==> src/pafs_pkg.sv <==
// Package for the priority aging feedback scheduler.
// Holds field widths, command and status codes, register indexes and shared types.
// No dependencies.
package pafs_pkg;

    localparam int THREADS_DEF = 64;
    localparam int QUEUE_DEPTH = 2;

    localparam int CMD_W      = 2;
    localparam int TID_W      = 6;
    localparam int STATE_W    = 2;
    localparam int BASE_W     = 8;
    localparam int PRIO_W     = 10;
    localparam int QUANT_W    = 8;
    localparam int PERIOD_W   = 10;
    localparam int BOOST_W    = 5;
    localparam int STEP_W     = 5;
    localparam int DEMOTE_W   = 6;
    localparam int BUMP_W     = 7;
    localparam int CFG_IDX_W  = 3;
    localparam int CFG_DATA_W = 10;

    // Input command codes
    localparam logic [CMD_W-1:0] CMD_TICK     = 2'd0;
    localparam logic [CMD_W-1:0] CMD_DISPATCH = 2'd1;
    localparam logic [CMD_W-1:0] CMD_WRITE    = 2'd2;

    // Thread status codes
    localparam logic [STATE_W-1:0] ST_OTHER   = 2'd0;
    localparam logic [STATE_W-1:0] ST_READY   = 2'd1;
    localparam logic [STATE_W-1:0] ST_CURRENT = 2'd2;
    localparam logic [STATE_W-1:0] ST_RSVD    = 2'd3;

    // Configuration register indexes
    localparam logic [CFG_IDX_W-1:0] REG_AGING_PERIOD  = 3'd0;
    localparam logic [CFG_IDX_W-1:0] REG_MAX_BOOST     = 3'd1;
    localparam logic [CFG_IDX_W-1:0] REG_QUANTUM_TICKS = 3'd2;
    localparam logic [CFG_IDX_W-1:0] REG_DEMOTE_STEP   = 3'd3;
    localparam logic [CFG_IDX_W-1:0] REG_MAX_DEMOTE    = 3'd4;

    // Configuration reset values
    localparam logic [PERIOD_W-1:0] AGING_PERIOD_RST  = 10'd100;
    localparam logic [BOOST_W-1:0]  MAX_BOOST_RST     = 5'd5;
    localparam logic [QUANT_W-1:0]  QUANTUM_TICKS_RST = 8'd40;
    localparam logic [STEP_W-1:0]   DEMOTE_STEP_RST   = 5'd5;
    localparam logic [DEMOTE_W-1:0] MAX_DEMOTE_RST    = 6'd15;

    typedef enum logic [1:0] {
        OP_TICK,
        OP_DISPATCH,
        OP_WRITE,
        OP_NOP
    } op_t;

    typedef enum logic [1:0] {
        BK_IDLE,
        BK_SCAN,
        BK_DONE
    } back_state_t;

    typedef struct packed {
        logic [PERIOD_W-1:0] aging_period;
        logic [BOOST_W-1:0]  max_boost;
        logic [QUANT_W-1:0]  quantum_ticks;
        logic [STEP_W-1:0]   demote_step;
        logic [DEMOTE_W-1:0] max_demote;
    } cfg_t;

    // Classified transaction passed from front to back
    typedef struct packed {
        op_t                op;
        logic [TID_W-1:0]   tid;
        logic [STATE_W-1:0] state;
        logic [BASE_W-1:0]  base;
        logic [PRIO_W-1:0]  prio;
    } item_t;

    // One thread table entry
    typedef struct packed {
        logic [STATE_W-1:0] status;
        logic [BASE_W-1:0]  base;
        logic [PRIO_W-1:0]  prio;
        logic [QUANT_W-1:0] quantum;
    } entry_t;

endpackage

==> src/pafs_front.sv <==
// Front part of the scheduler: accepts input transactions and classifies them.
// Checks the thread id range and normalizes the written status. Uses pafs_pkg.
module pafs_front #(
    parameter int THREADS = pafs_pkg::THREADS_DEF
) (
    input  logic                                  in_valid,
    output logic                                  in_stall,
    input  logic [pafs_pkg::CMD_W-1:0]            cmd,
    input  logic [pafs_pkg::TID_W-1:0]            thread_id,
    input  logic [pafs_pkg::STATE_W-1:0]          thread_state,
    input  logic [pafs_pkg::BASE_W-1:0]           base_prio,
    input  logic signed [pafs_pkg::PRIO_W-1:0]    prio_value,
    input  logic                                  q_full,
    output logic                                  q_push,
    output pafs_pkg::item_t                       q_item
);

    logic tid_ok;

    assign tid_ok   = (int'(thread_id) < THREADS);
    assign in_stall = q_full;
    assign q_push   = in_valid && !q_full;

    always_comb
    begin
        q_item.tid   = thread_id;
        q_item.base  = base_prio;
        q_item.prio  = prio_value;
        // reserved status code is stored as other
        q_item.state = (thread_state == pafs_pkg::ST_RSVD) ? pafs_pkg::ST_OTHER : thread_state;
        unique case (cmd)
            pafs_pkg::CMD_TICK:     q_item.op = pafs_pkg::OP_TICK;
            pafs_pkg::CMD_DISPATCH: q_item.op = tid_ok ? pafs_pkg::OP_DISPATCH : pafs_pkg::OP_NOP;
            pafs_pkg::CMD_WRITE:    q_item.op = tid_ok ? pafs_pkg::OP_WRITE : pafs_pkg::OP_NOP;
            default:                q_item.op = pafs_pkg::OP_NOP;
        endcase
    end

endmodule

==> src/pafs_queue.sv <==
// Short queue between front and back of the scheduler.
// Holds classified transactions of type pafs_pkg::item_t.
module pafs_queue #(
    parameter int DEPTH = pafs_pkg::QUEUE_DEPTH
) (
    input  logic             clk,
    input  logic             rst_n,
    input  logic             push,
    input  pafs_pkg::item_t  push_item,
    output logic             full,
    input  logic             pop,
    output pafs_pkg::item_t  pop_item,
    output logic             empty
);

    localparam int PTR_W = (DEPTH > 1) ? $clog2(DEPTH) : 1;
    localparam int CNT_W = $clog2(DEPTH + 1);

    pafs_pkg::item_t   store_reg [DEPTH];
    logic [PTR_W-1:0]  wr_ptr_reg, wr_ptr_next;
    logic [PTR_W-1:0]  rd_ptr_reg, rd_ptr_next;
    logic [CNT_W-1:0]  count_reg, count_next;

    assign full     = (count_reg == CNT_W'(DEPTH));
    assign empty    = (count_reg == '0);
    assign pop_item = store_reg[rd_ptr_reg];

    always_comb
    begin
        wr_ptr_next = wr_ptr_reg;
        rd_ptr_next = rd_ptr_reg;
        count_next  = count_reg;
        if (push)
        begin
            wr_ptr_next = (wr_ptr_reg == PTR_W'(DEPTH - 1)) ? '0 : wr_ptr_reg + 1'b1;
        end
        if (pop)
        begin
            rd_ptr_next = (rd_ptr_reg == PTR_W'(DEPTH - 1)) ? '0 : rd_ptr_reg + 1'b1;
        end
        if (push && !pop)
        begin
            count_next = count_reg + 1'b1;
        end
        else if (pop && !push)
        begin
            count_next = count_reg - 1'b1;
        end
    end

    always_ff @(posedge clk)
    begin
        if (push)
        begin
            store_reg[wr_ptr_reg] <= push_item;
        end
    end

    always_ff @(posedge clk or negedge rst_n)
    begin
        if (!rst_n)
        begin
            wr_ptr_reg <= '0;
            rd_ptr_reg <= '0;
            count_reg  <= '0;
        end
        else
        begin
            wr_ptr_reg <= wr_ptr_next;
            rd_ptr_reg <= rd_ptr_next;
            count_reg  <= count_next;
        end
    end

endmodule

==> src/pafs_back.sv <==
// Back part of the scheduler: walks the thread table once per transaction,
// applies tick, dispatch or write, ages ready threads and selects the best one.
// Uses pafs_pkg; holds the thread table memory and the result register.
module pafs_back #(
    parameter int THREADS = pafs_pkg::THREADS_DEF
) (
    input  logic                                clk,
    input  logic                                rst_n,
    input  pafs_pkg::cfg_t                      cfg,
    input  logic                                q_empty,
    input  pafs_pkg::item_t                     q_item,
    output logic                                q_pop,
    input  logic                                out_stall,
    output logic                                out_valid,
    output logic                                swept,
    output logic [pafs_pkg::BUMP_W-1:0]         bumped_count,
    output logic signed [pafs_pkg::PRIO_W-1:0]  current_prio,
    output logic                                best_valid,
    output logic [pafs_pkg::TID_W-1:0]          best_tid,
    output logic signed [pafs_pkg::PRIO_W-1:0]  best_prio
);

    localparam int IDX_W = $clog2(THREADS);
    localparam int CNT_W = $clog2(THREADS + 1);
    localparam int TW    = (IDX_W > pafs_pkg::TID_W) ? IDX_W : pafs_pkg::TID_W;
    localparam int PW    = pafs_pkg::PRIO_W;

    pafs_pkg::back_state_t state_reg, state_next;
    pafs_pkg::item_t       item_reg, item_next;
    logic                  sweep_reg, sweep_next;
    logic [pafs_pkg::PERIOD_W-1:0] tc_reg, tc_next;
    logic [pafs_pkg::PERIOD_W-1:0] tc_inc;
    logic [IDX_W-1:0]      cur_reg, cur_next;
    logic [CNT_W-1:0]      scan_reg, scan_next;

    // table memory and its valid bits
    pafs_pkg::entry_t      table_mem [THREADS];
    logic [THREADS-1:0]    vld_reg;
    pafs_pkg::entry_t      rd_data_reg;
    logic                  rd_vld_reg;
    logic                  proc_reg;
    logic [IDX_W-1:0]      proc_idx_reg;
    logic                  rd_en;
    logic [IDX_W-1:0]      rd_addr;

    // running results of the walk
    logic [CNT_W-1:0]      bump_reg, bump_next;
    logic                  found_reg, found_next;
    logic [IDX_W-1:0]      btid_reg, btid_next;
    logic signed [PW-1:0]  bprio_reg, bprio_next;
    logic signed [PW-1:0]  cprio_reg, cprio_next;

    // result register
    logic                  out_valid_reg, out_valid_next;
    logic                  swept_reg;
    logic [pafs_pkg::BUMP_W-1:0] bumped_reg;
    logic signed [PW-1:0]  cur_prio_reg;
    logic                  best_valid_reg;
    logic [pafs_pkg::TID_W-1:0] best_tid_reg;
    logic signed [PW-1:0]  best_prio_reg;
    logic                  load_out;

    // entry update
    logic [TW-1:0]         tid_ext;
    logic [IDX_W-1:0]      tid_idx;
    logic                  is_cur;
    pafs_pkg::entry_t      old_e, new_e;
    logic                  bump_hit;
    logic signed [PW:0]    prio_s, base_s, demote_s, step_s, boost_s;
    logic signed [PW:0]    floor_s, ceil_s, dec_s, dem_s, inc_s;
    logic signed [PW-1:0]  new_prio_s;

    assign tid_ext  = TW'(item_reg.tid);
    assign tid_idx  = tid_ext[IDX_W-1:0];
    assign is_cur   = (proc_idx_reg == cur_reg);
    assign old_e    = rd_vld_reg ? rd_data_reg : '0;
    assign cur_next = (item_reg.op == pafs_pkg::OP_DISPATCH) ? tid_idx : cur_reg;

    assign rd_en    = (state_reg == pafs_pkg::BK_SCAN) && (scan_reg < CNT_W'(THREADS));
    assign rd_addr  = scan_reg[IDX_W-1:0];

    assign prio_s   = {old_e.prio[PW-1], old_e.prio};
    assign base_s   = {3'b000, old_e.base};
    assign demote_s = {5'b00000, cfg.max_demote};
    assign step_s   = {6'b000000, cfg.demote_step};
    assign boost_s  = {6'b000000, cfg.max_boost};
    assign floor_s  = base_s - demote_s;
    assign ceil_s   = base_s + boost_s;
    assign dec_s    = prio_s - step_s;
    assign dem_s    = (dec_s < floor_s) ? floor_s : dec_s;
    assign inc_s    = prio_s + 11'sd1;

    always_comb
    begin
        new_e    = old_e;
        bump_hit = 1'b0;
        unique case (item_reg.op)
            pafs_pkg::OP_TICK:
            begin
                // charge the running thread; the null thread is never charged
                if (is_cur && (cur_reg != '0) && (old_e.status == pafs_pkg::ST_CURRENT))
                begin
                    if (old_e.quantum > 8'd1)
                    begin
                        new_e.quantum = old_e.quantum - 8'd1;
                    end
                    else
                    begin
                        if (prio_s > floor_s)
                        begin
                            new_e.prio = dem_s[PW-1:0];
                        end
                        new_e.quantum = cfg.quantum_ticks;
                    end
                end
                if (sweep_reg && (old_e.status == pafs_pkg::ST_READY) && (prio_s < ceil_s))
                begin
                    new_e.prio = inc_s[PW-1:0];
                    bump_hit   = 1'b1;
                end
            end
            pafs_pkg::OP_DISPATCH:
            begin
                // previous current thread falls back to ready
                if (is_cur && (cur_reg != tid_idx) && (old_e.status == pafs_pkg::ST_CURRENT))
                begin
                    new_e.status = pafs_pkg::ST_READY;
                end
                if (proc_idx_reg == tid_idx)
                begin
                    new_e.status  = pafs_pkg::ST_CURRENT;
                    new_e.quantum = cfg.quantum_ticks;
                end
            end
            pafs_pkg::OP_WRITE:
            begin
                if (proc_idx_reg == tid_idx)
                begin
                    new_e.status = item_reg.state;
                    new_e.base   = item_reg.base;
                    new_e.prio   = item_reg.prio;
                end
            end
            pafs_pkg::OP_NOP:
            begin
                new_e = old_e;
            end
            default:
            begin
                new_e = old_e;
            end
        endcase
    end

    assign new_prio_s = new_e.prio;

    // sequencer: pop, walk the table, hand result to the output register
    always_comb
    begin
        state_next  = state_reg;
        item_next   = item_reg;
        sweep_next  = sweep_reg;
        tc_next     = tc_reg;
        scan_next   = scan_reg;
        bump_next   = bump_reg;
        found_next  = found_reg;
        btid_next   = btid_reg;
        bprio_next  = bprio_reg;
        cprio_next  = cprio_reg;
        q_pop       = 1'b0;
        load_out    = 1'b0;
        tc_inc      = tc_reg + 1'b1;

        if (proc_reg)
        begin
            if (bump_hit)
            begin
                bump_next = bump_reg + 1'b1;
            end
            if (proc_idx_reg == cur_next)
            begin
                cprio_next = new_prio_s;
            end
            if ((new_e.status == pafs_pkg::ST_READY) && (!found_reg || (new_prio_s > bprio_reg)))
            begin
                found_next = 1'b1;
                btid_next  = proc_idx_reg;
                bprio_next = new_prio_s;
            end
        end

        unique case (state_reg)
            pafs_pkg::BK_IDLE:
            begin
                if (!q_empty)
                begin
                    q_pop      = 1'b1;
                    item_next  = q_item;
                    sweep_next = 1'b0;
                    if (q_item.op == pafs_pkg::OP_TICK)
                    begin
                        sweep_next = !(tc_inc < cfg.aging_period);
                        tc_next    = (tc_inc < cfg.aging_period) ? tc_inc : '0;
                    end
                    scan_next  = '0;
                    bump_next  = '0;
                    found_next = 1'b0;
                    btid_next  = '0;
                    bprio_next = '0;
                    cprio_next = '0;
                    state_next = pafs_pkg::BK_SCAN;
                end
            end
            pafs_pkg::BK_SCAN:
            begin
                if (scan_reg == CNT_W'(THREADS))
                begin
                    state_next = pafs_pkg::BK_DONE;
                end
                else
                begin
                    scan_next = scan_reg + 1'b1;
                end
            end
            pafs_pkg::BK_DONE:
            begin
                // wait until the result register is free
                if (!out_valid_reg || !out_stall)
                begin
                    load_out   = 1'b1;
                    state_next = pafs_pkg::BK_IDLE;
                end
            end
            default:
            begin
                state_next = pafs_pkg::BK_IDLE;
            end
        endcase

        out_valid_next = out_valid_reg && out_stall;
        if (load_out)
        begin
            out_valid_next = 1'b1;
        end
    end

    // thread table: write back the entry processed, read the next one
    always_ff @(posedge clk)
    begin
        if (proc_reg)
        begin
            table_mem[proc_idx_reg] <= new_e;
        end
        if (rd_en)
        begin
            rd_data_reg <= table_mem[rd_addr];
        end
    end

    always_ff @(posedge clk)
    begin
        item_reg  <= item_next;
        bump_reg  <= bump_next;
        btid_reg  <= btid_next;
        bprio_reg <= bprio_next;
        cprio_reg <= cprio_next;
        proc_idx_reg <= rd_addr;
        rd_vld_reg   <= vld_reg[rd_addr];
        if (load_out)
        begin
            swept_reg      <= sweep_reg;
            bumped_reg     <= pafs_pkg::BUMP_W'(bump_reg);
            cur_prio_reg   <= cprio_reg;
            best_valid_reg <= found_reg;
            best_tid_reg   <= pafs_pkg::TID_W'(btid_reg);
            best_prio_reg  <= bprio_reg;
        end
    end

    always_ff @(posedge clk or negedge rst_n)
    begin
        if (!rst_n)
        begin
            state_reg     <= pafs_pkg::BK_IDLE;
            sweep_reg     <= 1'b0;
            tc_reg        <= '0;
            cur_reg       <= '0;
            scan_reg      <= '0;
            found_reg     <= 1'b0;
            vld_reg       <= '0;
            proc_reg      <= 1'b0;
            out_valid_reg <= 1'b0;
        end
        else
        begin
            state_reg     <= state_next;
            sweep_reg     <= sweep_next;
            tc_reg        <= tc_next;
            scan_reg      <= scan_next;
            found_reg     <= found_next;
            proc_reg      <= rd_en;
            out_valid_reg <= out_valid_next;
            if (load_out)
            begin
                cur_reg <= cur_next;
            end
            if (proc_reg)
            begin
                vld_reg[proc_idx_reg] <= 1'b1;
            end
        end
    end

    assign out_valid    = out_valid_reg;
    assign swept        = swept_reg;
    assign bumped_count = bumped_reg;
    assign current_prio = cur_prio_reg;
    assign best_valid   = best_valid_reg;
    assign best_tid     = best_tid_reg;
    assign best_prio    = best_prio_reg;

endmodule

==> src/priority_aging_feedback_scheduler_top.sv <==
// Each accepted transaction gets its result after a full walk of the thread table, later if the
// output stalls. A new transaction is taken from the queue only once the previous one's single
// walk of the thread table memory (one read and one write port, one entry per cycle) is done.
// Reset: control state clears at once; table entries read as zero until first written
// through per-entry valid bits, so no clearing pass is needed.
// Top level: configuration registers, front, queue and back. Uses pafs_pkg.
module priority_aging_feedback_scheduler_top #(
    parameter int THREADS = pafs_pkg::THREADS_DEF
) (
    input  logic                                  clk,
    input  logic                                  rst_n,
    input  logic                                  in_valid,
    output logic                                  in_stall,
    input  logic [pafs_pkg::CMD_W-1:0]            cmd,
    input  logic [pafs_pkg::TID_W-1:0]            thread_id,
    input  logic [pafs_pkg::STATE_W-1:0]          thread_state,
    input  logic [pafs_pkg::BASE_W-1:0]           base_prio,
    input  logic signed [pafs_pkg::PRIO_W-1:0]    prio_value,
    output logic                                  out_valid,
    input  logic                                  out_stall,
    output logic                                  swept,
    output logic [pafs_pkg::BUMP_W-1:0]           bumped_count,
    output logic signed [pafs_pkg::PRIO_W-1:0]    current_prio,
    output logic                                  best_valid,
    output logic [pafs_pkg::TID_W-1:0]            best_tid,
    output logic signed [pafs_pkg::PRIO_W-1:0]    best_prio,
    input  logic                                  cfg_valid,
    output logic                                  cfg_ready,
    input  logic [pafs_pkg::CFG_IDX_W-1:0]        cfg_index,
    input  logic [pafs_pkg::CFG_DATA_W-1:0]       cfg_data
);

    pafs_pkg::cfg_t  cfg_reg, cfg_next;
    pafs_pkg::item_t push_item;
    pafs_pkg::item_t pop_item;
    logic            q_push;
    logic            q_full;
    logic            q_pop;
    logic            q_empty;

    assign cfg_ready = 1'b1;

    always_comb
    begin
        cfg_next = cfg_reg;
        if (cfg_valid && cfg_ready)
        begin
            unique case (cfg_index)
                pafs_pkg::REG_AGING_PERIOD:  cfg_next.aging_period  = cfg_data[9:0];
                pafs_pkg::REG_MAX_BOOST:     cfg_next.max_boost     = cfg_data[4:0];
                pafs_pkg::REG_QUANTUM_TICKS: cfg_next.quantum_ticks = cfg_data[7:0];
                pafs_pkg::REG_DEMOTE_STEP:   cfg_next.demote_step   = cfg_data[4:0];
                pafs_pkg::REG_MAX_DEMOTE:    cfg_next.max_demote    = cfg_data[5:0];
                default:                     cfg_next = cfg_reg;
            endcase
        end
    end

    always_ff @(posedge clk or negedge rst_n)
    begin
        if (!rst_n)
        begin
            cfg_reg.aging_period  <= pafs_pkg::AGING_PERIOD_RST;
            cfg_reg.max_boost     <= pafs_pkg::MAX_BOOST_RST;
            cfg_reg.quantum_ticks <= pafs_pkg::QUANTUM_TICKS_RST;
            cfg_reg.demote_step   <= pafs_pkg::DEMOTE_STEP_RST;
            cfg_reg.max_demote    <= pafs_pkg::MAX_DEMOTE_RST;
        end
        else
        begin
            cfg_reg <= cfg_next;
        end
    end

    pafs_front #(
        .THREADS (THREADS)
    ) u_front (
        .in_valid     (in_valid),
        .in_stall     (in_stall),
        .cmd          (cmd),
        .thread_id    (thread_id),
        .thread_state (thread_state),
        .base_prio    (base_prio),
        .prio_value   (prio_value),
        .q_full       (q_full),
        .q_push       (q_push),
        .q_item       (push_item)
    );

    pafs_queue #(
        .DEPTH (pafs_pkg::QUEUE_DEPTH)
    ) u_queue (
        .clk       (clk),
        .rst_n     (rst_n),
        .push      (q_push),
        .push_item (push_item),
        .full      (q_full),
        .pop       (q_pop),
        .pop_item  (pop_item),
        .empty     (q_empty)
    );

    pafs_back #(
        .THREADS (THREADS)
    ) u_back (
        .clk          (clk),
        .rst_n        (rst_n),
        .cfg          (cfg_reg),
        .q_empty      (q_empty),
        .q_item       (pop_item),
        .q_pop        (q_pop),
        .out_stall    (out_stall),
        .out_valid    (out_valid),
        .swept        (swept),
        .bumped_count (bumped_count),
        .current_prio (current_prio),
        .best_valid   (best_valid),
        .best_tid     (best_tid),
        .best_prio    (best_prio)
    );

endmodule

==> config.mk <==
export PLATFORM = sky130hd
export DESIGN_NAME = priority_aging_feedback_scheduler_top
export DESIGN_NICKNAME = d
export VERILOG_FILES = /design/src/pafs_pkg.sv /design/src/pafs_front.sv /design/src/pafs_queue.sv /design/src/pafs_back.sv /design/src/priority_aging_feedback_scheduler_top.sv
export SDC_FILE = /design/constraint.sdc
export NUM_CORES = 2
export LEC_CHECK = 0
export BUFFER_PORTS_ARGS = -buffer_cell sky130_fd_sc_hd__buf_2
export CAP_MARGIN = 30
export CORE_ASPECT_RATIO = 1.4
export CORE_MARGIN = 2
export CORE_UTILIZATION = 29
export CTS_BUF_LIST = sky130_fd_sc_hd__clkbuf_4 sky130_fd_sc_hd__clkbuf_8 sky130_fd_sc_hd__clkbuf_16
export DETAILED_ROUTE_END_ITERATION = 12
export GPL_ROUTABILITY_DRIVEN = 0
export SYNTH_ARGS = -nofsm -noshare
export SYNTH_HDL_FRONTEND = slang
export SYNTH_SLANG_ARGS = --single-unit
==> constraint.sdc <==
create_clock -name clk -period 9.73 [get_ports clk]
set_clock_uncertainty 0.2 [all_clocks]
set_input_delay 2.4325 -clock clk [delete_from_list [all_inputs] [get_ports clk]]
set_output_delay 2.4325 -clock clk [all_outputs]
set_load 0.02 [all_outputs]
## Word-level counts from Yosys, hierarchy flattened

Memories as Yosys holds them, arrays and structs flattened. A register that Yosys moved wholly into a read port is not among the register bits.
Cells that the tools add are included.

- Memories: 2
- Output and inout port bits: 38
- Logic and storage cells: 190
- Bits in registers: 234
- Bits in writable memories: 1,848
- Input bits: 46

Memory list:

| name | words | bits a word | rd ports | clocked after memory_dff | wr ports | RTL line | source |
|---|---|---|---|---|---|---|---|
| u_back.table_mem | 64 | 28 | 1 | 1 | 1 | pafs_back.sv:37 | `pafs_pkg::entry_t table_mem [THREADS];` |
| u_queue.store_reg | 2 | 28 | 1 | 0 | 1 | pafs_queue.sv:19 | `pafs_pkg::item_t store_reg [DEPTH];` |

- Order comparisons: 10
- Bitwise operators: 2
- Mux-type cells: 66
- Reduce and logical (&&, ||, !) cells: 40
- $add $sub $neg: 12
- Equality and inequality tests: 24

Operator list:

| kind | count |
|---|---|
| 10-bit two-way mux | 13 |
| 64-bit bitwise OR | 1 |
| 7-bit two-way mux | 6 |
| 6-bit two-way mux | 5 |
| 28-bit two-way mux | 1 |
| 8-bit two-way mux | 3 |
| 10-bit < comparator | 2 |
| 1-bit two-way mux | 20 |
| 20-bit two-way mux | 1 |
| 10-bit one-hot mux with 2 select lines | 1 |
| 6-bit equality test | 3 |
| 18-bit two-way mux | 1 |
| 2-bit two-way mux | 8 |
| 8-bit one-hot mux with 2 select lines | 1 |
| 7-bit by 1-bit adder with 7-bit output, second input constant | 2 |
| 6-bit by 7-bit < comparator with 1-bit output, second input constant | 2 |
| 7-bit one-hot mux with 2 select lines | 1 |
| 1-bit logical AND | 13 |
| 2-bit equality test, second input constant | 6 |
| 2-bit one-hot mux with 3 select lines | 2 |
| 2-bit AND reduction | 6 |
| 11-bit by 9-bit < comparator with 1-bit output | 1 |
| 10-bit by 6-bit subtractor with 11-bit output | 1 |
| 10-bit by 1-bit adder with 10-bit output, second input constant | 1 |
| 31 further kinds | 53 |

## Longest topological paths before layout

- Word-level depth: 16
- Mapped depth: 40
- Mapped depth without buffers: 33

## Cells and area by module

A second synthesis with hierarchy kept.

- Cell total of the unflattened synthesis: 4,029
- Area total of the unflattened synthesis: 84,446.0 um^2

Modules (own cells, without submodules):

| module | area each (um^2) | sequential area each (um^2) | instances | cells each |
|---|---|---|---|---|
| pafs_back | 80,528.5 | 59,672.2 | 1 | 3,818 |
| pafs_queue | 2,254.7 | 1,781.7 | 1 | 103 |
| priority_aging_feedback_scheduler_top | 1,446.4 | 867.1 | 1 | 78 |
| pafs_front | 216.5 | 0.0 | 1 | 30 |

## Least setup slack after synthesis

Ideal clock, no wire load.

- Kind: reg2reg
- Start point: register u_back.rd_vld_reg
- End point: register u_back.btid_reg[0]
- Slack: 1,654 ps
- Path buffers: 7
- Setup time: 171 ps
- Arrival time: 7,705 ps
- Stages on the path, launching flop included: 37
- Clock period less this slack: 8,076 ps
- Required time: 9,359 ps
- Path through: dfxtp_1 > buf_2 > clkbuf_1 > buf_1 > clkbuf_1 > clkbuf_1 > nand2_1 > xor2_1 > ha_1 > and3b_1 > a31oi_1 > a2111oi_2 > nor3b_1 > inv_1 > ha_1 > a21o_1 > or3_1 > o41ai_1 > nor3_4 > or2_1 > buf_6 > mux2i_1 > a21oi_1 > inv_1 > ha_1 > nor2b_1 > o21a_1 > o21a_1 > o21ai_0 > nand2b_1 > a21oi_1 > o211ai_1 > a31oi_1 > or3_1 > clkbuf_1 > mux2i_1 > nor2_1

RTL lines:

| what | RTL line | source |
|---|---|---|
| start, declared | pafs_back.sv:40 | `logic rd_vld_reg;` |
| start signal, assigned | pafs_back.sv:268 | `rd_vld_reg <= vld_reg[rd_addr];` |
| end signal, assigned | pafs_back.sv:264 | `btid_reg <= btid_next;` |
| end, declared | pafs_back.sv:49 | `logic [IDX_W-1:0] btid_reg, btid_next;` |

==> out/qor.csv <==
stage,metric,value,unit
power,peakVddDrop,0.285,mV
drt,wl_per_cell,26.2,µm
timing,setup_viol,0,
logic_synthesis,syn_avg_cell_area,21.0,µm²
logic_synthesis,synth_cells,3974,
floorplanning,num_rows,233,
logic_synthesis,synth_edf_count,1939,
power,internal_power,20800,µW
final_layout,drive_above_1_share,32.2,%
run_status,status,completed,
min_path,hp-class,reg -> reg,
drt,antenna_left,0,
timing,final_hold_viol_count,0,
timing,final.min_clock_period,8310,ps
final_layout,regArea,62300,µm²
logic_synthesis,async_flop_share,6.21,%
critical_path,path_common_cell,ha_1,
power,seqPwrFrac,42.1,%
final_layout,nets,4290,
clocking,post_cts_resized,0,
timing,slew_headroom,31.7,%
timing,worstMarginPinSlew,1020,ps
drt,vias,40635,
placement,place_area,89700,µm²
grt,antenna_found_initial,6,
power,p_leak,0.0308,µW
placement,port-buffer-count,82,
floorplanning,coreArea,287000,µm²
clocking,cts_buffers,188,
critical_path,rrSetupSlack,1420,ps
clocking,root_buffer,clkbuf_16,
critical_path,worst-path-buf-inv,3,
clocking,cts_hold_buf,0,
critical_path,slowest_stage,inv_2,
floorplanning,fp.dieH,639,µm
critical_path,startpoint_type,register,
timing,rsz0062_at_grt,no,
clocking,clock-sinks,2110,
clocking,cts_tree,built,
timing,fmax,120,MHz
clocking,cts.htree.levels,4,
logic_synthesis,ys_top_cells_by_area,"edfxtp_1 (70%), mux4_2 (16%), dfrtp_1 (3.5%), dfxtp_1 (0.96%), ha_1 (0.90%)",
critical_path,crit_family,compound AO/OA/AOI/OAI gates,
drt,routed_wl,212000,µm
logic_synthesis,synthDominantCellAreaShare,69.7,%
floorplanning,dieArea,292000,µm²
logic_synthesis,synth_nets,4081,
final_layout,multi_input_area,20800,µm²
clocking,ctsLongestPathBuffers,4,
placement,dp_hpwl,122000,µm
critical_path,criticalPathCategory,reg -> reg,
timing,drv_slew,0,
final_layout,largest_register_ffs,1792,
drt,drt_iter0_drc,3962,
clocking,path_clk_slew,70,ps
floorplanning,start_util,29.1,%
power,combPwrFrac,33.8,%
logic_synthesis,yosys.cell_types.count,82,
timing,fin_crit_sh,85.4,%
grt,grt.total_usage,14.2,%
timing,setup_tns,0,ps
critical_path,path_max_fanout,65,
power,net-switching-power,10200,µW
final_layout,fillerInstances,26706,
run,maxCapViolations,0,
critical_path,worstPathArrival,8820,ps
power,clkPwrFrac,24.1,%
timing,timing.hold.ws,240,ps
critical_path,crit_required,10240,ps
floorplanning,fp.dieW,458,µm
logic_synthesis,synthFlopType,edfxtp_1,
drt,drc,0,
grt,grt_pass1_vias,41893,
logic_synthesis,synth_area,83500,µm²
logic_synthesis,yosysTopAreaCell,edfxtp_1,
logic_synthesis,ys_warn_count,0,
logic_synthesis,yosysSeqAreaShare,74.6,%
power,p_sw_share,32.9,%
power,power_density,323,nW/µm²
grt,overflow,0,
floorplanning,ios,84,
drt,drt_first_pass_iters,8,
critical_path,cp_slowest_stage_delay,780,ps
final_layout,final_area,95900,µm²
logic_synthesis,synth_seq_cells,2110,
grt,grt_max_degree,116,
grt,grt_pass1_wl,305000,µm
clocking,postCtsSetupRepairBufs,0,
final_layout,area.growth.synth_to_final,14.8,%
drt,vias_per_cell,5.02,
clocking,insertion_delay,860,ps
critical_path,worstSetupEndpointType,register,
==> final cells by class <==
class	instances	area share [%]
Antenna cell	6	0.0157
Timing Repair Buffer	216	1.69
Multi-Input combinational cell	1584	21.7
Sequential cell	2110	65.0
Clock buffer	244	5.46
Inverter	83	0.325
Clock inverter	95	0.924
Tap cell	3760	4.90
==> through the flow <==
| step | instances | utilization (%) | power [µW] | worst slack (ps) |
|---|---|---|---|---|
| floorplan | 3974 | - | 19900 | 1650 |
| global placement | 7742 | 31.2 | 23600 | 1710 |
| detailed placement | 7748 | 31.2 | 23800 | 1570 |
| CTS | 8087 | 33.4 | 31300 | 1560 |
| global route | 8093 | 33.4 | 32300 | 842 |
| finish | 8098 | 33.4 | 31000 | 1420 |
==> power groups by stage <==
stage               Clock, µW  Sequential [µW]  Combinational [µW]
floorplan                   0            13000                6880
global placement            0            13300               10300
detailed placement          0            13300               10500
CTS                      7650            13100               10500
global route             7940            13100               11200
finish                   7470            13100               10500
==> cell usage in the layout (no fill, tap or decap), drive strengths merged, types with 54 or more instances in the layout <==
master  count
clkinv     74
buf       216
inv        82
mux2       54
nand2     139
or2        74
dfrtp     118
edfxtp   1939
clkbuf    244
ha         60
o21ai      98
a21oi      62
nor2      134
mux4      609
==> synthesized netlist by cell type, types with 12 or more instances <==
library cell  count
nor3_1           15
o21ai_0          96
nand2_1         139
dfxtp_1          40
xor2_1           37
clkbuf_1        141
or2_2            72
dfstp_2          13
a21oi_1          61
mux4_2          609
ha_1             60
nor2_1          134
nand3_1          24
mux2i_1          29
buf_1            49
edfxtp_1       1939
or3_1            12
dfrtp_1         118
xnor2_1          34
a31oi_1          12
mux2_2           54
and3_1           15
inv_1            79
==> worst paths after layout <==
path / from / end / cells past startpoint
min: u_back.cprio_reg[6] / u_back.current_prio[6] / 0
max reg2reg: u_back.rd_vld_reg / u_back.btid_reg[3] / 30
min in group asynchronous: rst_n / u_back.vld_reg[62] / 1
max in group asynchronous: rst_n / u_back.scan_reg[1] / 3
min reg2reg: u_back.cprio_reg[6] / u_back.current_prio[6] / 0
max: u_back.rd_vld_reg / u_back.btid_reg[3] / 30
==> worst register-to-register path, delay by kind of cell (launching register included) <==
family          cells  cell delay, ps
xor+xnor            1             200
mux                 2             500
compound gates     12            2230
simple gates        9            2070
fa+ha+maj           3            1070
flops               1             480
buf+inv             3            1450
==> routing by layer <==
layer	GRT usage, %	share of wire, %
met5	0	0.0099
met4	4.76	3.4
met3	1.56	4.9
met2	25.7	53
met1	17.7	39
==> cells by family (layout without fill, tap and decap cells) <==
group	after synthesis	in the layout	synth area share, %
adders and majority gates	63	63	0.948
xor gates and xnor gates	72	72	0.771
other	1	7	0.00449
buffers and inverters	280	638	1.28
muxes	692	692	17.5
DFF	2110	2110	74.6
and+or+nand+nor	487	487	2.84
AOI/OAI and AO/OA	269	269	2.04
No activity file was read; power rests on OpenSTA's default activity.
